**src/rtl/assert_macros.svh**
```systemverilog
// Assertion macros shared by the spring force RTL; clocked on clk, disabled in reset.
`ifndef ASSERT_MACROS_SVH
`define ASSERT_MACROS_SVH

// Property must hold at every clock edge outside reset.
`define SBF_ASSERT(lbl, prop) \
  lbl: assert property (@(posedge clk) disable iff (!rst_n) prop) \
    else $error("sbf assertion failed");

// Expression must never be true outside reset.
`define SBF_NEVER(lbl, expr) \
  lbl: assert property (@(posedge clk) disable iff (!rst_n) !(expr)) \
    else $error("sbf forbidden condition seen");

`endif

```
**src/rtl/sbf_pkg.sv**
```systemverilog
// Shared types and constants of the spring / bungee force block.
package sbf_pkg;

  localparam int unsigned AXES       = 3;
  localparam int unsigned SQRT_STEPS = 33;
  localparam int unsigned DIV_STEPS  = 32;
  localparam int unsigned FIFO_DEPTH = 4;
  localparam int unsigned FIFO_AW    = 2;

  localparam logic [1:0] REG_SPRING_CONSTANT = 2'd0;
  localparam logic [1:0] REG_REST_LENGTH     = 2'd1;
  localparam logic [1:0] REG_SPRING_MODE     = 2'd2;

  localparam logic MODE_SPRING = 1'b0;
  localparam logic MODE_BUNGEE = 1'b1;

  // Classified item handed from front to back.
  typedef struct packed {
    logic [AXES-1:0][31:0] ad;      // |d| per axis
    logic [AXES-1:0]       pos;     // d > 0, force goes negative
    logic [AXES-1:0]       zero;    // component forced to zero
    logic [32:0]           len;     // floor(sqrt(sum d^2))
    logic [32:0]           mag;     // stretch magnitude
    logic                  applied;
  } job_t;

endpackage

```
**src/rtl/sbf_fifo.sv**
```systemverilog
// Short queue of classified items between front and back.
module sbf_fifo (
  input  logic          clk,
  input  logic          rst_n,
  input  logic          push_valid,
  output logic          push_ready,
  input  sbf_pkg::job_t push_data,
  output logic          pop_valid,
  input  logic          pop_ready,
  output sbf_pkg::job_t pop_data
);

  `include "assert_macros.svh"

  sbf_pkg::job_t                mem_r [0:sbf_pkg::FIFO_DEPTH-1];
  logic [sbf_pkg::FIFO_AW-1:0]  wr_ptr_r, rd_ptr_r;
  logic [sbf_pkg::FIFO_AW:0]    cnt_r;
  logic                         push, pop;

  assign push_ready = cnt_r != (sbf_pkg::FIFO_AW+1)'(sbf_pkg::FIFO_DEPTH);
  assign pop_valid  = cnt_r != '0;
  assign push       = push_valid && push_ready;
  assign pop        = pop_valid && pop_ready;
  assign pop_data   = mem_r[rd_ptr_r];

  always_ff @(posedge clk) begin
    if (!rst_n) begin
      wr_ptr_r <= '0;
      rd_ptr_r <= '0;
      cnt_r    <= '0;
    end else begin
      if (push) wr_ptr_r <= wr_ptr_r + 1'b1;
      if (pop)  rd_ptr_r <= rd_ptr_r + 1'b1;
      if (push && !pop)      cnt_r <= cnt_r + 1'b1;
      else if (pop && !push) cnt_r <= cnt_r - 1'b1;
    end
  end

  always_ff @(posedge clk) begin
    if (push) mem_r[wr_ptr_r] <= push_data;
  end

  `SBF_NEVER(a_cnt_bound, cnt_r > (sbf_pkg::FIFO_AW+1)'(sbf_pkg::FIFO_DEPTH))
  `SBF_ASSERT(a_ptr_gap, (wr_ptr_r - rd_ptr_r) == cnt_r[sbf_pkg::FIFO_AW-1:0])

endmodule

```
**config.mk**
```make
export PLATFORM = sky130hd
export DESIGN_NAME = sbf_fifo
export DESIGN_NICKNAME = d
export VERILOG_FILES = /design/src/rtl/sbf_pkg.sv /design/src/rtl/sbf_fifo.sv
export VERILOG_INCLUDE_DIRS = /design/src /design/src/rtl
export SDC_FILE = /design/constraint.sdc
export NUM_CORES = 1
export LEC_CHECK = 0
export BUFFER_PORTS_ARGS = -buffer_cell sky130_fd_sc_hd__buf_2
export CAP_MARGIN = 20
export CORE_ASPECT_RATIO = 0.75
export CORE_MARGIN = 8
export CORE_UTILIZATION = 40
export CTS_BUF_LIST = sky130_fd_sc_hd__clkbuf_16
export DETAILED_ROUTE_END_ITERATION = 12
export HOLD_SLACK_MARGIN = 0.15
export PLACE_DENSITY = 0.61
export RECOVER_POWER = 50
export SETUP_SLACK_MARGIN = 0.3
export SYNTH_ARGS = -nofsm -noshare
export SYNTH_HDL_FRONTEND = slang
export SYNTH_SLANG_ARGS = --single-unit
```
**constraint.sdc**
```tcl
create_clock -name clk -period 10.6 [get_ports clk]
set_clock_uncertainty 0.1 [all_clocks]
set_input_delay 1.06 -clock clk [delete_from_list [all_inputs] [get_ports clk]]
set_output_delay 1.06 -clock clk [all_outputs]
set_load 0.1 [all_outputs]
```
After elaboration in Yosys (flattened, before gate mapping)
Memory sizes are Yosys's and may differ from the RTL's. A register that Yosys moved wholly into a read port is not among the register bits.
Cells that the tools add are included.
- bits in registers: 7
- RAM bits: 676
- bits of input ports: 173
- output and inout bits: 171
- logic and storage cells: 23
- memories: 1
- memory list (memory ; words ; width ; read ports ; clocked after memory_dff ; write ports ; RTL line ; text):
    mem_r ; 4 ; 169 ; 1 ; 1 ; 1 ; sbf_fifo.sv:15 ; sbf_pkg::job_t mem_r [0:sbf_pkg::FIFO_DEPTH-1];
- add/sub/neg operators: 4
- eq/ne operators: 1
- muxes and demuxes: 6
- reduce and logical (&&, ||, !) cells: 8
- operators with widths (cell ; count):
    3-bit 2-to-1 mux ; 2
    2-bit by 1-bit adder with 2-bit output (second input constant) ; 2
    1-bit logical AND ; 4
    2-bit 2-to-1 mux ; 2
    3-bit by 1-bit adder with 3-bit output (second input constant) ; 1
    3-bit != test (second input constant) ; 1
    3-bit nonzero test ; 1
    3-bit by 1-bit subtractor with 3-bit output (second input constant) ; 1
    1-bit logical NOT ; 2
    1-bit 2-to-1 mux ; 2
    2-bit nonzero test ; 1

Logic depth before layout (Yosys ltp)
Gate-level depths: netlist of the first run.
- depth after elaboration: 6
- gate-level depth with buffers: 8
- mapped depth without buffers: 8

Least setup slack after synthesis of the first run
Ideal clock, no wire load.
- path type: input-to-reg
- start point: input push_valid
- end point: memory mem_r[0][0] in the netlist's numbering, enable pin
- library setup time: 0.549 ns
- data arrival time: 5.241 ns
- required time: 9.951 ns
- slack: 4.709 ns
- cell stages on the path: 2
- path buffers: 0
- cells stage by stage: a21boi_2 > and2_1
- cells in the longest elaborated chain, start to end: 3
- RTL lines (element ; RTL line ; text):
    start, declared ; sbf_fifo.sv:5 ; input logic push_valid,
    1-bit logical AND ; sbf_fifo.sv:22 ; assign push = push_valid && push_ready;
    1-bit 2-to-1 mux ; sbf_fifo.sv:40 ; if (push) mem_r[wr_ptr_r] <= push_data;
    1-bit 2-to-1 mux (not written as such) ; sbf_fifo.sv:40 ;
    end, declared ; sbf_fifo.sv:15 ;
Every way passes these cells.

Final worst setup path of the first run
- start point: register cnt_r[0] in the netlist's numbering
- end point: memory mem_r[3][147] in the netlist's numbering, enable pin
- cells in the longest elaborated chain, start to end: 4
- RTL lines (element ; RTL line ; text):
    start, declared ; sbf_fifo.sv:17 ; logic [sbf_pkg::FIFO_AW:0] cnt_r;
    start signal, assigned ; sbf_fifo.sv:34 ; if (push && !pop) cnt_r <= cnt_r + 1'b1;
    start signal, assigned ; sbf_fifo.sv:35 ; else if (pop && !push) cnt_r <= cnt_r - 1'b1;
    3-bit != test ; sbf_fifo.sv:20 ; assign push_ready = cnt_r != (sbf_pkg::FIFO_AW+1)'(sbf_pkg::FIFO_DEPTH);
    1-bit logical AND ; sbf_fifo.sv:22 ;
    via push ; sbf_fifo.sv:18 ; logic push, pop;
    1-bit 2-to-1 mux ; sbf_fifo.sv:40 ;
    1-bit 2-to-1 mux (not written as such) ; sbf_fifo.sv:40 ;
The timed path passes the listed nets, and every way through them passes these cells.

==> summary.md, run 1 <==
| Metric | Value |
|---|---|
| Final Cycle Share | `roughly half` |
| I/O pin total | `344` |
| Mapped Avg Cell Area | `26.7 µm²` |
| Yosys warns | `0` |
| CP arrival | `approximately 5500 ps` |
| Yosys top cell area share | `around 82%` |
| Grt ovf | `0` |
| Synth cell types | `22` |
| Worst reg-to-reg path cell count | `4` |
| Gpl congestion | `~0.7` |
| CTS tree | `done` |
| Fin crit period | `roughly 5500 ps` |
| Crit path from | `cnt_r[0]` |
| Port bufs | `about 340` |
| Max-cap check violation count | `3` |
| Hold-fix buffers, CTS | `0` |
| Vias in the first global route | `~12,000` |
| 1st-iter DRT viols | `approximately 690` |
| Synth area leaders | `edfxtp_1 (82%), mux4_2 (15%), dfxtp_1 (0.73%)` |
| H-tree Lvls | `3` |
| Root Buffer | `clkbuf_16` |
| Critical Path Max Stage Delay | `slightly below 2000 ps` |
| Post-CTS Resized | `0` |
| Final hold violations | `0` |
| Layout cells sized above 1 | `33.1%` |
| Fin Setup TNS | `0 ps` |
| Core ar. | `between 0.06 and 0.07 mm²` |
| Final setup viols | `0` |
| Reg2reg end | `mem_r[3][147]` |
| Vias per cell | `just over 5` |
| CP Class | `reg2reg` |
| Slowest cell on crit path | `clkbuf_1` |
| Die Y-Extent | `approximately 230 µm` |
| Antenna violations before repair | `11` |
| Reg2Reg Launch Point | `cnt_r[0]` |
| RSZ-0062 raised after global routing | `false` |
| Worst Hold Class | `reg2reg` |
| Slew @ Worst Pin | `about 2600 ps` |
| Fmax achieved | `0.182 GHz` |
| Outcome | `complete, but fails checks` |
| Syn Nets | `1,110` |
| Area leader, netlist | `edfxtp_1` |
| CTS sink count | `around 700` |
| Fin cells | `~2,200` |
| ANT nets after route | `0` |
| Crit-path cells | `nor2_1 > a21boi_0 > and2_0 > clkbuf_1` |
| NumNets Final | `approximately 1,500` |
| PnR worst setup slack | `between 5000 and 6000 ps` |
| Syn Inst Count | `931` |
| DRC viols | `0` |
| Violated checks | `capacitance limit, slew limit` |
| Worst Path Required | `between 10,000 and 15,000 ps` |
| Tot GR Track Use | `about 14%` |
| Rel. slew slack | `-73.4%` |
| Initial core utilization | `roughly two fifths` |
| Worst-path fanout max | `40` |
| Clk pin slew, worst setup/hold paths | `approximately 60 ps` |
| Per-cell routed wire length | `around 23 µm` |
| R2R setup slack | `around 5000 ps` |
| Setup crit end | `mem_r[3][147]` |
| Sequential area share after synthesis | `about 82%` |
| Synthesis-stage register bit count | `685` |
| Row count | `between 70 and 80` |
| Number of CTS-inserted buffers | `roughly 70` |
| Worst-case clock buffer depth | `3` |
| Setup crit start kind | `flip-flop` |
| Final Slew Violations | `94` |
| Setup WS pre-CTS | `about 6500 ps` |
| Post-CTS Setup Bufs | `0` |
| Placed cells | `between 2,000 and 2,500` |
| Crit end category | `flip-flop` |
| Largest net degree at the start of global routing | `between 100 and 150` |
| Drt pass-1 iters | `6` |
| Layout area overhead | `18.2%` |
| Global-route wire length before repair | `~75,000 µm` |
| Post-Route WL | `~50,000 µm` |
| Vias | `~11,000` |
| DPL Wire Length | `29,500 µm` |
| Die Wd | `between 300 and 400 µm` |
| Netlist Area Pre-Place | `0.0249 mm²` |
| Die area | `0.0704 mm²` |
| Worst hold slack | `between 400 and 500 ps` |
| Worst skew pair latency | `between 500 and 600 ps` |
==> metal layers <==
metal	vias up	wire, µm	part of all wire (%)	global-route usage [%]
li1	4834	-	-	-
met1	5792	21200	43	18.4
met2	326	23400	47	21.8
met3	87	4140	8.3	5.34
met4	14	976	2.0	3.73
met5	-	88	0.18	0
==> worst min path at each step <==
stage,start,endpoint,slack (ps),cells past startpoint
floorplan,wr_ptr_r[1],wr_ptr_r[1],370,2
global placement,wr_ptr_r[1],wr_ptr_r[1],380,2
detailed placement,wr_ptr_r[0],wr_ptr_r[0],400,2
CTS,wr_ptr_r[0],wr_ptr_r[0],420,2
global route,wr_ptr_r[1],wr_ptr_r[1],450,2
finish,wr_ptr_r[0],wr_ptr_r[0],420,2
==> area by class of cell <==
type,instances,area [µm²]
Fill cell,5053,32400
Clock inverter,54,389
Antenna cell,5,12.5
Inverter,3,11.3
Multi-Input combinational cell,204,4090
Tap cell,810,1010
Clock buffer,69,1730
Timing Repair Buffer,358,1640
Sequential cell,685,20500
==> per-stage QoR <==
| step | area [µm²] | utilization [%] |
|---|---|---|
| after floorplan | 24900 | - |
| after global placement | 27400 | 44.4 |
| after detailed placement | 27400 | 44.4 |
| after CTS | 29500 | 47.8 |
| after global routing | 29400 | 47.5 |
| final | 29400 | 47.5 |
==> cell families (layout without fill, tap and decap cells) <==
kind of cell	after synthesis	in the layout	synth area share, %
AND/OR/NAND/NOR	17	17	0.368
multiplexers	172	172	15.4
adder cells (fa/ha/maj)	6	6	0.332
AO/OA/AOI/OAI	5	5	0.161
XOR/XNOR	4	4	0.141
buffers and inverters	42	484	1.15
other	0	5	0
flip-flops	685	685	82.4
==> synth_stat cells <==
master,count
edfxtp_1,676
mux4_2,169
buf_2,18
buf_6,14
dfxtp_1,9
and2_1,8
clkbuf_1,7
ha_1,5
nand2_1,5
inv_1,3
mux2i_1,3
xnor2_1,3
or3_1,2
a21boi_0,1
a21boi_2,1
fa_1,1
nor2_1,1
nor2b_1,1
o21ai_0,1
o311ai_0,1
o31ai_1,1
xor2_1,1
==> registers in the layout, indices dropped and copies added, names as in the netlist, named ones only <==
signal	cells
cnt_r	3
mem_r	676
wr_ptr_r	2
rd_ptr_r	2
==> cell usage in the layout (no fill, tap or decap), types with 2 or more instances in the layout <==
master,Yosys,routed
clkinv_1,0,10
mux2i_1,3,3
buf_2,18,174
nand2_1,5,5
buf_12,0,2
dfxtp_1,9,7
clkinv_2,0,13
inv_1,3,22
edfxtp_1,676,676
or3_1,2,2
and2_4,0,2
and2_0,0,5
xnor2_1,3,3
a21boi_0,1,2
diode_2,0,5
clkbuf_1,7,170
ha_1,5,5
clkinvlp_4,0,4
clkinv_8,0,4
mux4_2,169,169
dfxtp_4,0,2
bufinv_16,0,4
clkbuf_16,0,69
buf_4,0,12
==> critical path: cells and delay by family, from the launching register on <==
kind | cells | cell delay (ps)
buffers and inverters | 1 | 1940
and+or+nand+nor | 2 | 1780
AOI/OAI and AO/OA | 1 | 750
DFF | 1 | 460
Power of run 1 is not shown: default switching activity piles up to over one toggle a cycle in this logic, so the estimate is an artifact.
==> inputs of run 2 (changes only) <==
clock period = 5.2 ns   (was 10.6 ns; I/O delays follow)
==> run 2 against run 1 <==
  * The run still ends with capacitance limit, slew limit left
  * Non-clock buffer count rose by 175
  * Sequential cell count did not move
  * Sequential share of layout area fell by 4.5 points
  * Maximum frequency rose by 33%
  * First-iteration DRC count fell by 0.15%
  * Register-to-register slack got worse by 4000 ps
  * Critical endpoint is now mem_r[0][59]
  * Largest cell class unchanged
==> summary.md, run 2 (synthesis gave the netlist of run 1 again) <==
| Metric | Value |
|---|---|
| Largest register by flop count | `mem_r` |
| Fin Setup TNS | `0 ps` |
| H-tree Lvls | `3` |
| ANT nets after route | `0` |
| Crit-path cells | `nor2_1 > a21boi_0 > and2_0 > clkbuf_2` |
| Rel. slew slack | `-52.2%` |
| Initial core utilization | `about two fifths` |
| 1st-iter DRT viols | `roughly 690` |
| Fin crit period | `approximately 4100 ps` |
| Core ar. | `roughly 0.06 mm²` |
| Port bufs | `between 300 and 400` |
| RSZ-0062 raised after global routing | `false` |
| Final hold violations | `0` |
| PnR worst setup slack | `about 1100 ps` |
| Slowest cell on crit path | `clkbuf_2` |
| Per-cell routed wire length | `21.4 µm` |
| Slew @ Worst Pin | `roughly 2300 ps` |
| Vias in the first global route | `12,662` |
| Antenna violations before repair | `6` |
| CTS tree | `done` |
| Largest register FFs | `around 680` |
| PwrDens | `626 mW/mm²` |
| Final setup viols | `0` |
| Worst vdd ir | `roughly 0.48 mV` |
| Leak | `between 10 and 15 nW` |
| Worst skew pair latency | `between 500 and 600 ps` |
| Layout area overhead | `26.3%` |
| Max-cap check violation count | `2` |
| Root Buffer | `clkbuf_16` |
| Post-CTS Setup Bufs | `0` |
| Final Cycle Share | `79.4%` |
| Worst Path Required | `about 5200 ps` |
| I/O pin total | `about 340` |
| DRC viols | `0` |
| Top flop regs | `mem_r: 676 flops, cnt_r: 3 flops` |
| Final Slew Violations | `94` |
| Post-CTS Resized | `0` |
| Post-Route WL | `50,700 µm` |
| Worst-case clock buffer depth | `3` |
| Min-delay src | `pop_ready` |
| Vias per cell | `between 4 and 5` |
| Grt ovf | `0` |
| Total power | `between 15 and 20 mW` |
| Die Y-Extent | `around 230 µm` |
| Global-route wire length before repair | `about 77,000 µm` |
| Setup crit start kind | `flip-flop` |
| Register area | `a little over 0.02 mm²` |
| CP Class | `reg2reg` |
| Fmax achieved | `roughly 0.24 GHz` |
| Reg2Reg Launch Point | `cnt_r[0]` |
| Vias | `11,720` |
| Most frequent cells in the layout | `edfxtp_1 (676), buf_2 (174), dlygate4sd3_1 (170), mux4_2 (169), clkbuf_1 (169)` |
| Crit path from | `cnt_r[0]` |
| Layout cells sized above 1 | `around 30%` |
| Setup WS pre-CTS | `between 2000 and 2500 ps` |
| Crit end category | `flip-flop` |
| Row count | `79` |
| Number of CTS-inserted buffers | `68` |
| Critical Path Max Stage Delay | `1630 ps` |
| Worst-path fanout max | `between 70 and 80` |
| Outcome | `complete, but fails checks` |
| Multi-input gate area | `around 0.004 mm²` |
| Buf+Inv Stages, Crit Path | `1` |
| NumNets Final | `1,674` |
| Largest net degree at the start of global routing | `94` |
| Drt pass-1 iters | `5` |
| Die area | `roughly 0.07 mm²` |
| Placed cells | `2,065` |
| Violated checks | `capacitance limit, slew limit` |
| Hold-fix buffers, CTS | `between 150 and 200` |
| Commonest non-fill, non-tap cell in the layout | `edfxtp_1` |
| Gpl congestion | `0.739` |
| Family with the most delay on the worst path | `buffers and inverters` |
| FILL cells | `about 4,900` |
| Fin cells | `2,367` |
| Tot GR Track Use | `~14%` |
| DPL Wire Length | `30,000 µm` |
| Die Wd | `just over 300 µm` |
| Worst Hold Class | `in2reg` |
| Clk pin slew, worst setup/hold paths | `roughly 60 ps` |
| CTS sink count | `between 600 and 700` |
| CP arrival | `approximately 4200 ps` |
==> run 2: per-stage QoR <==
step                      util, %  hold slack, ps  cell area [µm²]
after floorplan                 -             368            24900
after CTS                    51.2             293            31600
after global routing         50.8             339            31400
final                        50.8             338            31400
after detailed placement     44.7             393            27600
after global placement       44.7             386            27600
==> run 2: area by class of cell <==
type                            count  share of cell area, %
Multi-Input combinational cell    204                   13.0
Antenna cell                        8                 0.0638
Sequential cell                   685                   65.3
Inverter                            3                 0.0359
Clock buffer                       70                   5.58
Tap cell                          810                   3.23
Timing Repair Buffer              533                   11.1
Clock inverter                     54                   1.73
==> run 2: worst paths after layout <==
path	endpoint	slack (ps)	depth (start not counted)
hold reg to reg	wr_ptr_r[1]	420	2
hold / removal	flip-flop	340	4
setup reg to reg	mem_r[0][59]	1070	4
setup / recovery	mem_r[0][59]	1070	4
==> run 2: tightest hold or removal path, delay by kind of cell <==
kind / cells / cell delay, ps
AND/OR/NAND/NOR: 1 / 150
buffers and inverters: 1 / 120
AO/OA/AOI/OAI: 1 / 110
XOR/XNOR: 1 / 90
==> run 2: report_power, final <==
part	leakage [nW]	total [mW]	internal, mW	switching, mW
clock network	1.17	4.96	2.96	2.00
registers	6.27	6.96	6.71	0.250
logic	2.75	7.74	1.64	6.10
==> run 2: layer usage <==
layer  vias up  GRT usage (%)  share of wire [%]
met4         2           3.59                1.6
met2       328           22.7                 49
met3        60           4.22                6.2
li1       5192              -                  -
met5         -              0              0.020
met1      6138           19.1                 43
Note: power is estimated with default switching activity, not from simulation.
==> inputs of run 3 (changes only) <==
clock period = 4.2 ns   (was 5.2 ns; I/O delays follow)
==> run 3 against run 2 <==
  * The run now ends clean
  * Hold slack got worse by 110 ps
  * First-iteration DRC count rose by 7.2%
  * Critical endpoint is now pop_data[36]
  * Critical path depth shrank 1
  * Register-to-register slack hardly changed
  * Combinational power grew 25%
  * Wire length increased by 2.7%
  * Global-route usage up 0.52 points
  * Non-clock buffer count rose by 22
  * Setup slack got worse by 150 ps
==> summary.md, run 3 (synthesis gave the netlist of run 1 again) <==
| Metric | Value |
|---|---|
| Initial core utilization | `between 40% and 50%` |
| Port bufs | `about 340` |
| Min-delay src | `pop_ready` |
| Register area | `approximately 0.02 mm²` |
| Sequential power share | `around 36%` |
| Net Sw Frac | `between 40% and 50%` |
| NumNets Final | `around 1,700` |
| Post-CTS Resized | `0` |
| DRC viols | `0` |
| Fmax achieved | `0.305 GHz` |
| RSZ-0062 raised after global routing | `false` |
| Worst vdd ir | `about 0.99 mV` |
| Combinational cell fraction of total power | `between 40 and 50%` |
| Critical Path Max Stage Delay | `around 750 ps` |
| I/O pin total | `about 340` |
| Gpl congestion | `about 0.73` |
| Final setup viols | `0` |
| Number of CTS-inserted buffers | `between 60 and 70` |
| Die Y-Extent | `roughly 230 µm` |
| Clk pin slew, worst setup/hold paths | `around 60 ps` |
| Top flop regs | `mem_r: 676 flops, cnt_r: 3 flops` |
| Global-route wire length before repair | `about 79,000 µm` |
| Largest net degree at the start of global routing | `50` |
| Fin Setup TNS | `0 ps` |
| Die Wd | `a little over 300 µm` |
| Hold-fix buffers, CTS | `170` |
| DP Area | `0.0278 mm²` |
| Clock power share | `23.8%` |
| Worst-path fanout max | `29` |
| Outcome | `complete, no violations` |
| Post-CTS Setup Bufs | `0` |
| Per-cell routed wire length | `about 22 µm` |
| Largest register FFs | `676` |
| Layout area overhead | `26.3%` |
| Worst-case clock buffer depth | `3` |
| Die area | `between 0.07 and 0.08 mm²` |
| Leak | `between 10 and 15 nW` |
| Util after Layout | `~50%` |
| Crit end category | `primary output` |
| Antenna violations before repair | `5` |
| Worst hold path cell count | `4` |
| Worst Path Required | `3680 ps` |
| Vias in the first global route | `around 13,000` |
| Rel. slew slack | `between 10 and 15%` |
| Vias | `between 10,000 and 15,000` |
| Final hold violations | `0` |
| Slew @ Worst Pin | `1290 ps` |
| Max-cap check violation count | `0` |
| Buf+Inv Stages, Crit Path | `2` |
| CTS sink count | `about 700` |
| Sw power | `a little over 10 mW` |
| Family with the most delay on the worst path | `buffers and inverters` |
| Reg2Reg Launch Point | `cnt_r[0]` |
| FILL cells | `4,884` |
| Worst Hold Class | `in2reg` |
| Crit-path cells | `buf_4 > mux4_2 > buf_2` |
| Vias per cell | `about 5.0` |
| Tot GR Track Use | `roughly 15%` |
| ANT nets after route | `0` |
| CP Class | `reg2out` |
| CP arrival | `roughly 2800 ps` |
| Grt ovf | `0` |
| Drt pass-1 iters | `5` |
| Most frequent cells in the layout | `edfxtp_1 (676), buf_2 (172), clkbuf_1 (171), dlygate4sd3_1 (170), mux4_2 (169)` |
| 1st-iter DRT viols | `between 700 and 800` |
| Post-Route WL | `approximately 52,000 µm` |
| Fin crit period | `about 3300 ps` |
| Row count | `79` |
| PwrDens | `763 mW/mm²` |
| Commonest non-fill, non-tap cell in the layout | `edfxtp_1` |
| CTS tree | `done` |
| Largest register by flop count | `mem_r` |
| P_int | `approximately 14 mW` |
| Reg2reg end | `mem_r[2][24]` |
| R2R setup slack | `roughly 1100 ps` |
| H-tree Lvls | `3` |
| DPL Wire Length | `~32,000 µm` |
| Multi-input gate area | `a little over 0.004 mm²` |
| Worst skew pair latency | `just under 600 ps` |
| Root Buffer | `clkbuf_16` |
| Layout cells sized above 1 | `30.6%` |
| Worst reg-to-reg path cell count | `4` |
| Final Cell Area | `~0.031 mm²` |
| Final Cycle Share | `roughly 78%` |
| Final Slew Violations | `0` |
| Setup crit start kind | `flip-flop` |
| Core ar. | `between 0.06 and 0.07 mm²` |
| Slowest cell on crit path | `dfxtp_4` |
==> run 3: cell count changes in the layout (fill, tap and decap cells not counted), moves of 3 or more <==
cell	previous run	this run
buf_4	9	29
bufinv_16	10	5
diode_2	8	3
clkinv_2	13	9
buf_12	10	13
clkinv_1	10	13
==> run 3: how the worst max path moves through the flow <==
| stage | from | end | slack [ps] | cells after the start |
|---|---|---|---|---|
| 2_1_floorplan | cnt_r[0] | mem_r[0][0] | 750 | 3 |
| 3_3_place_gp | flip-flop | pop_data[29] | 1460 | 3 |
| 3_5_place_dp | flip-flop | pop_data[7] | 1440 | 3 |
| 4_1_cts | flip-flop | pop_data[7] | 780 | 3 |
| 5_1_grt | flip-flop | pop_data[7] | 690 | 3 |
| 6_report | flip-flop | pop_data[36] | 930 | 3 |
==> run 3: layout make-up <==
type | instances | area share (%)
flip-flops and latches | 685 | 65.3
multi-input cells | 204 | 13.0
repair buffers | 555 | 11.7
clock buffers | 69 | 5.50
well taps | 810 | 3.23
clock inverters | 45 | 1.18
inverters | 3 | 0.0359
diodes | 3 | 0.0239
==> run 3: per-stage QoR <==
| stage | std cells | power [mW] | setup slack [ps] | hold WS, ps |
|---|---|---|---|---|
| detailed placement | 2087 | 18.4 | 1440 | 390 |
| floorplan | 931 | 16.8 | 753 | 368 |
| CTS | 2371 | 24.3 | 779 | 161 |
| finish | 2374 | 24.0 | 926 | 225 |
| global placement | 2087 | 18.4 | 1460 | 380 |
| global route | 2373 | 24.8 | 690 | 214 |
==> run 3: metal layers <==
layer | GRT usage, % | routed length (µm) | part of all wire (%)
met1 | 19.2 | 22000 | 42
met2 | 23.7 | 25100 | 48
met3 | 4.97 | 3950 | 7.6
met4 | 3.84 | 1030 | 2.0
met5 | 0 | 23 | 0.044
==> run 3: power groups by stage <==
stage | Sequential, mW | Combinational, mW | Clock, mW
finish | 8.55 | 9.69 | 5.71
global route | 8.63 | 10.1 | 6.12
CTS | 8.57 | 9.86 | 5.88
detailed placement | 8.71 | 9.71 | 0
global placement | 8.68 | 9.70 | 0
floorplan | 8.59 | 8.21 | 0
==> run 3: tightest hold or removal path: cells and delay by family <==
kind	cells	cell delay [ps]
AND/OR/NAND/NOR	1	140
buffers and inverters	1	110
AO/OA/AOI/OAI	1	100
XOR/XNOR	1	90
